$ cat config.mk
export PLATFORM = sky130hd
export DESIGN_NAME = rsas_seq
export DESIGN_NICKNAME = d
export VERILOG_FILES = /design/src/design/rsas_pkg.sv /design/src/design/rsas_seq.sv
export SDC_FILE = /design/constraint.sdc
export NUM_CORES = 1
export LEC_CHECK = 0
export BUFFER_PORTS_ARGS = -buffer_cell sky130_fd_sc_hd__buf_2
export CORE_MARGIN = 1
export CORE_UTILIZATION = 55
export CTS_BUF_LIST = sky130_fd_sc_hd__clkbuf_8
export DETAILED_ROUTE_END_ITERATION = 8
export PLACE_DENSITY = 0.76
export SYNTH_ARGS = -nofsm -noshare
export SYNTH_HDL_FRONTEND = slang
export SYNTH_SLANG_ARGS = --single-unit
$ cat constraint.sdc
create_clock -name aclk -period 8.9 [get_ports aclk]
set_clock_uncertainty 0.15 [all_clocks]
set_input_delay 0.89 -clock aclk [delete_from_list [all_inputs] [get_ports aclk]]
set_output_delay 0.89 -clock aclk [all_outputs]
set_load 0.01 [all_outputs]
$ cat src/design/rsas_pkg.sv
`default_nettype none

package rsas_pkg;

    localparam int VALUE_W = 32;
    localparam int POS_W = 7;

    localparam logic [1:0] MODE_APPEND = 2'd0;
    localparam logic [1:0] MODE_SEARCH = 2'd1;
    localparam logic [1:0] MODE_CLEAR  = 2'd2;

    typedef struct packed {
        logic [1:0]                mode;
        logic signed [VALUE_W-1:0] value;
    } in_word_t;

    typedef struct packed {
        logic             found;
        logic [POS_W-1:0] position;
    } out_word_t;

endpackage

`default_nettype wire

$ cat src/design/rsas_seq.sv
`default_nettype none

module rsas_seq #(
    parameter int MAX_ELEMENTS = 128,
    localparam int IW = (MAX_ELEMENTS > 1) ? $clog2(MAX_ELEMENTS) : 1,
    localparam int CNT_W = $clog2(MAX_ELEMENTS + 1),
    localparam int PW = IW + 2
) (
    input  wire logic                                aclk,
    input  wire logic                                aresetn,
    input  wire logic                                s_valid,
    output logic                                     s_ready,
    input  wire rsas_pkg::in_word_t                  s_word,
    output logic                                     m_valid,
    input  wire logic                                m_ready,
    output rsas_pkg::out_word_t                      m_word,
    output logic                                     wr_en,
    output logic [IW-1:0]                            wr_addr,
    output logic signed [rsas_pkg::VALUE_W-1:0]      wr_data,
    output logic                                     rd_en,
    output logic [IW-1:0]                            rd_addr,
    input  wire logic signed [rsas_pkg::VALUE_W-1:0] rd_data
);

    typedef enum logic [2:0] {
        S_IDLE,
        S_PIV,
        S_PVT,
        S_BS,
        S_FIN
    } state_t;

    localparam logic signed [PW-1:0] ONE = PW'(1);
    localparam logic signed [PW-1:0] ZERO = '0;

    state_t                              state_reg, state_next;
    logic signed [PW-1:0]                lo_reg, lo_next;
    logic signed [PW-1:0]                hi_reg, hi_next;
    logic signed [PW-1:0]                mid_reg, mid_next;
    logic signed [rsas_pkg::VALUE_W-1:0] key_reg, key_next;
    logic signed [rsas_pkg::VALUE_W-1:0] elem0_reg, elem0_next;
    logic signed [rsas_pkg::VALUE_W-1:0] last_reg, last_next;
    logic [CNT_W-1:0]                    count_reg, count_next;
    logic                                found_reg, found_next;
    logic [rsas_pkg::POS_W-1:0]          pos_reg, pos_next;
    logic                                m_valid_reg, m_valid_next;
    rsas_pkg::out_word_t                 m_word_reg, m_word_next;
    logic signed [PW-1:0]                lo_t, hi_t;
    logic signed [PW-1:0]                cnt_s;

    assign cnt_s   = $signed(PW'(count_reg));
    assign s_ready = (state_reg == S_IDLE);
    assign m_valid = m_valid_reg;
    assign m_word  = m_word_reg;
    assign wr_addr = count_reg[IW-1:0];
    assign wr_data = s_word.value;
    assign rd_addr = mid_next[IW-1:0];

    always_comb begin
        state_next   = state_reg;
        lo_next      = lo_reg;
        hi_next      = hi_reg;
        mid_next     = mid_reg;
        key_next     = key_reg;
        elem0_next   = elem0_reg;
        last_next    = last_reg;
        count_next   = count_reg;
        found_next   = found_reg;
        pos_next     = pos_reg;
        m_valid_next = m_valid_reg && !m_ready;
        m_word_next  = m_word_reg;
        wr_en        = 1'b0;
        rd_en        = 1'b0;
        lo_t         = lo_reg;
        hi_t         = hi_reg;

        unique case (state_reg)
            S_IDLE: begin
                if (s_valid) begin
                    if (s_word.mode == rsas_pkg::MODE_APPEND) begin
                        if (count_reg < CNT_W'(MAX_ELEMENTS)) begin
                            wr_en      = 1'b1;
                            count_next = count_reg + CNT_W'(1);
                            last_next  = s_word.value;
                            if (count_reg == '0) begin
                                elem0_next = s_word.value;
                            end
                        end
                    end else if (s_word.mode == rsas_pkg::MODE_CLEAR) begin
                        count_next = '0;
                    end else if (s_word.mode == rsas_pkg::MODE_SEARCH) begin
                        key_next = s_word.value;
                        if (count_reg == '0) begin
                            found_next = 1'b0;
                            pos_next   = '0;
                            state_next = S_FIN;
                        end else begin
                            lo_next = ZERO;
                            hi_next = cnt_s - ONE;
                            rd_en   = 1'b1;
                            if (cnt_s > ONE) begin
                                mid_next   = (cnt_s - ONE) >>> 1;
                                state_next = S_PIV;
                            end else begin
                                mid_next   = ZERO;
                                state_next = S_PVT;
                            end
                        end
                    end
                end
            end
            S_PIV: begin
                if (rd_data >= elem0_reg) begin
                    lo_t = mid_reg + ONE;
                    hi_t = hi_reg;
                end else begin
                    lo_t = lo_reg;
                    hi_t = mid_reg;
                end
                lo_next = lo_t;
                hi_next = hi_t;
                rd_en   = 1'b1;
                if (lo_t < hi_t) begin
                    mid_next = (lo_t + hi_t) >>> 1;
                end else begin
                    mid_next   = lo_t;
                    state_next = S_PVT;
                end
            end
            S_PVT: begin
                if (key_reg >= rd_data && key_reg <= last_reg) begin
                    lo_t = mid_reg;
                    hi_t = cnt_s - ONE;
                end else begin
                    lo_t = ZERO;
                    hi_t = mid_reg - ONE;
                end
                lo_next = lo_t;
                hi_next = hi_t;
                if (lo_t <= hi_t) begin
                    mid_next   = (lo_t + hi_t) >>> 1;
                    rd_en      = 1'b1;
                    state_next = S_BS;
                end else begin
                    found_next = 1'b0;
                    pos_next   = '0;
                    state_next = S_FIN;
                end
            end
            S_BS: begin
                if (rd_data == key_reg) begin
                    found_next = 1'b1;
                    pos_next   = rsas_pkg::POS_W'(mid_reg[IW-1:0]);
                    state_next = S_FIN;
                end else begin
                    if (key_reg > rd_data) begin
                        lo_t = mid_reg + ONE;
                        hi_t = hi_reg;
                    end else begin
                        lo_t = lo_reg;
                        hi_t = mid_reg - ONE;
                    end
                    lo_next = lo_t;
                    hi_next = hi_t;
                    if (lo_t <= hi_t) begin
                        mid_next = (lo_t + hi_t) >>> 1;
                        rd_en    = 1'b1;
                    end else begin
                        found_next = 1'b0;
                        pos_next   = '0;
                        state_next = S_FIN;
                    end
                end
            end
            S_FIN: begin
                if (!m_valid_reg || m_ready) begin
                    m_valid_next         = 1'b1;
                    m_word_next.found    = found_reg;
                    m_word_next.position = pos_reg;
                    state_next           = S_IDLE;
                end
            end
            default: begin
                state_next = S_IDLE;
            end
        endcase
    end

    always_ff @(posedge aclk) begin
        if (!aresetn) begin
            state_reg   <= S_IDLE;
            count_reg   <= '0;
            m_valid_reg <= 1'b0;
        end else begin
            state_reg   <= state_next;
            count_reg   <= count_next;
            m_valid_reg <= m_valid_next;
        end
        lo_reg     <= lo_next;
        hi_reg     <= hi_next;
        mid_reg    <= mid_next;
        key_reg    <= key_next;
        elem0_reg  <= elem0_next;
        last_reg   <= last_next;
        found_reg  <= found_next;
        pos_reg    <= pos_next;
        m_word_reg <= m_word_next;
    end

endmodule

`default_nettype wire

==> impl_metrics.yaml <==
worst_hold_path:
  min-delay-start: "pos_reg[5]"
  hold_class: "reg -> reg"
  whs_endpoint: "m_word[5]"
  hold-path-cell-count: 0
critical_path:
  critPathRequiredTime_ps: 7860
  crit_arrival_ps: 7350
  end_kind: "primary output"
  critPathLaunchType: "primary input"
  r2r-start: "key_reg[9]"
  critical_path_peak_fanout: 9
  rrSetupSlack_ps: 2030
  worstReg2RegEnd: "mid_reg[3]"
  rr_worst_depth: 24
  crit_type: "in -> out"
cts:
  clk_latency_ps: 470
  cts.sinks: 151
  ctsHoldBuffers: 0
  cts_tree: "built"
  clk_path_buf_depth: 2
  numCtsBuffers: 17
  cts_resized: 0
  cts_root_buf: "clkbuf_8"
  clkTransAtPathRegs_ps: 80
  post_cts_buffers: 0
  htree_levels: 4
synthesis:
  syn-cell-area_sq_um: 11400
  yosys.area_share.adder: 0.171
  yosys_warnings: 0
  synth_fp_nets: 1394
  synth_top_family_by_area: "adder cells"
  synth.area.mux_share: 0.0364
  synthesis.instances: 1170
  synth-async-reset-ratio: 0
  synth_seq_area_share: 0.380
  yosys.area_share.simple: 0.132
  ys.flop_type: "edfxtp_1"
  synth_edf_count: 132
  synth_compound_area_frac: 0.155
  synth-xor-area-share: 0.0337
  synth-seq-cells: 151
  synth.distinct_cells: 76
  syn_avg_cell_area_sq_um: 9.76
pwr:
  leakage_nw: 5.70
  powerDensity_nw_per_um2: 188
  ir_drop_mv: 0.144
grt:
  antenna_found_initial: 0
  grt_max_degree: 36
  grt_pass1_wl_microns: 47600
  grtUsageTotal: 0.292
  grt_pass1_vias: 8981
  overflow: 0
timing:
  drv_slew: 0
  holdWs_ps: 273
  setup_viol: 0
  slew_headroom: 0.284
  tightest_slew_ps: 1070
  fin_setup_tns_ps: 0
  fin_crit_ps: 8390
  rsz0062_at_grt: "no"
  fmax_mhz: 119
  fin_crit_sh: 0.942
  finalHoldViolations: 0
drt:
  wirelength_microns: 30300
  wl_per_cell_microns: 19.7
  post-route-drc-count: 0
  drtPass1Iterations: 6
  via_count: 9066
  avgViaCountPerCell: 5.89
  detailedRoute.firstIterationViolations: 747
  ant_nets: 0
floorplan:
  die_w_microns: 146
  die_height_microns: 146
  die_area_sq_um: 21300
  initial_core_util: 0.563
  io-pin-count: 128
  fp.coreArea_sq_um: 20300
  rows: 52
cells_and_area:
  utilization: 0.615
  nFillCells: 1721
  drive_gt1_frac: 0.169
  layout.cells.non_filler: 1539
  seq_area_sq_um: 4340
  multi_input_area_sq_um: 6050
  finalNetCount: 1479
  area_growth_pct: 9.21
place:
  dp_hpwl_microns: 23400
  placedCellCount: 1506
  port_buffers: 127
  place_congestion: 0.951
outcome:
  status: "finished clean"
run:
  drv_cap: 0
worst max path at each step:
stage	startpoint	to	slack, ps	cells after the start
6_report	rd_data[9]	rd_addr[3]	510	27
5_1_grt	rd_data[9]	rd_addr[3]	110	27
4_1_cts	rd_data[9]	rd_addr[3]	550	27
3_5_place_dp	rd_data[9]	rd_addr[3]	610	27
3_3_place_gp	rd_data[9]	rd_addr[3]	840	27
2_1_floorplan	rd_data[9]	rd_addr[3]	1780	26
cell families (layout without fill, tap and decap cells):
logic type / Yosys count / count (layout)
AO/OA/AOI/OAI: 254 / 254
XOR/XNOR: 44 / 44
adder cells (fa/ha/maj): 154 / 154
buffers and inverters: 230 / 328
flip-flops: 151 / 151
multiplexers: 39 / 39
other: 0 / 1
AND/OR/NAND/NOR: 298 / 298
cells in the final DEF (no fill, tap or decap), types with 14 or more instances in the layout:
| cell | Yosys | final |
|---|---|---|
| mux2i_1 | 22 | 22 |
| edfxtp_1 | 132 | 132 |
| clkbuf_8 | 0 | 19 |
| nand4_1 | 26 | 26 |
| nor2_1 | 59 | 59 |
| o21bai_1 | 18 | 18 |
| a21oi_1 | 71 | 71 |
| nor2b_1 | 15 | 14 |
| mux2_2 | 16 | 16 |
| ha_1 | 151 | 151 |
| nand2_1 | 68 | 68 |
| o21ai_0 | 31 | 31 |
| a21o_1 | 34 | 34 |
| xnor2_1 | 27 | 27 |
| nand3_1 | 25 | 25 |
| xor2_1 | 17 | 17 |
| inv_1 | 151 | 151 |
| nor3_1 | 33 | 33 |
| buf_2 | 3 | 127 |
| buf_4 | 48 | 16 |
| dfxtp_1 | 19 | 19 |
report_power, final:
group	switching [mW]	internal (mW)
logic	0.590	0.367
registers	0.0434	0.799
clock network	0.300	0.250
cells in the mapped netlist (all sizes together), types with 4 or more instances:
cell type	count	area, sq um
nor2b	15	93.8
or3	11	73.8
nand2	69	262
and2	12	75.1
o211ai	8	60.1
clkbuf	24	90.1
o21bai	19	154
a22oi	4	30.0
nand4	26	163
mux2i	22	220
nor3	35	185
edfxtp	132	3960
dfxtp	19	380
mux2	17	195
or2	5	31.3
and3	7	43.8
nor2	60	228
o21a	12	90.1
a21o	34	255
a221o	4	40.0
buf	53	390
a21oi	73	373
xor2	17	149
o2111ai	6	52.6
a211oi	5	37.5
a31oi	12	75.1
nand2b	8	50.1
nor3b	4	30.0
o211a	4	40.0
inv	151	567
nand3	25	125
a221oi	7	73.8
nor4	13	81.3
xnor2	27	236
o21ai	31	155
ha	151	1890
worst max-delay path: stages:
cell	delay [ps]
buf_2	90
inv_1	40
ha_1	300
a21o_1	180
a21o_1	160
a21o_1	180
a2111oi_2	430
o22ai_1	170
o31a_1	320
or3_4	440
nand3_1	230
buf_4	250
mux2i_1	370
inv_1	120
ha_1	350
o21bai_1	90
a21oi_1	170
o21bai_1	80
a221oi_1	270
o311ai_0	160
a31oi_1	370
nand2_1	310
mux2_2	370
a221oi_1	520
a21oi_1	140
o21a_1	200
buf_2	140
stage by stage:
stage          setup slack, ps  power (mW)  cell area (sq um)
2_1_floorplan             1780        1.52              11400
3_3_place_gp               844        1.78              12100
3_5_place_dp               612        1.78              12100
4_1_cts                    549        2.33              12500
5_1_grt                    110        2.47              12500
6_report                   515        2.35              12500
layout make-up:
type	instances	share of cell area
inverters	153	0.0460
diodes	1	0.000201
well taps	270	0.0271
clock inverters	13	0.0120
flip-flops and latches	151	0.348
repair buffers	143	0.0606
multi-input cells	789	0.485
clock buffers	19	0.0210
metal layers:
layer  track usage  wire length, microns  part of all wire
met5             0                     0                 0
met1         0.383                 12700              0.42
met3        0.0759                  3020              0.10
met4         0.100                   725             0.024
met2         0.467                 13800              0.46
Note: power is estimated with default switching activity, not from simulation.
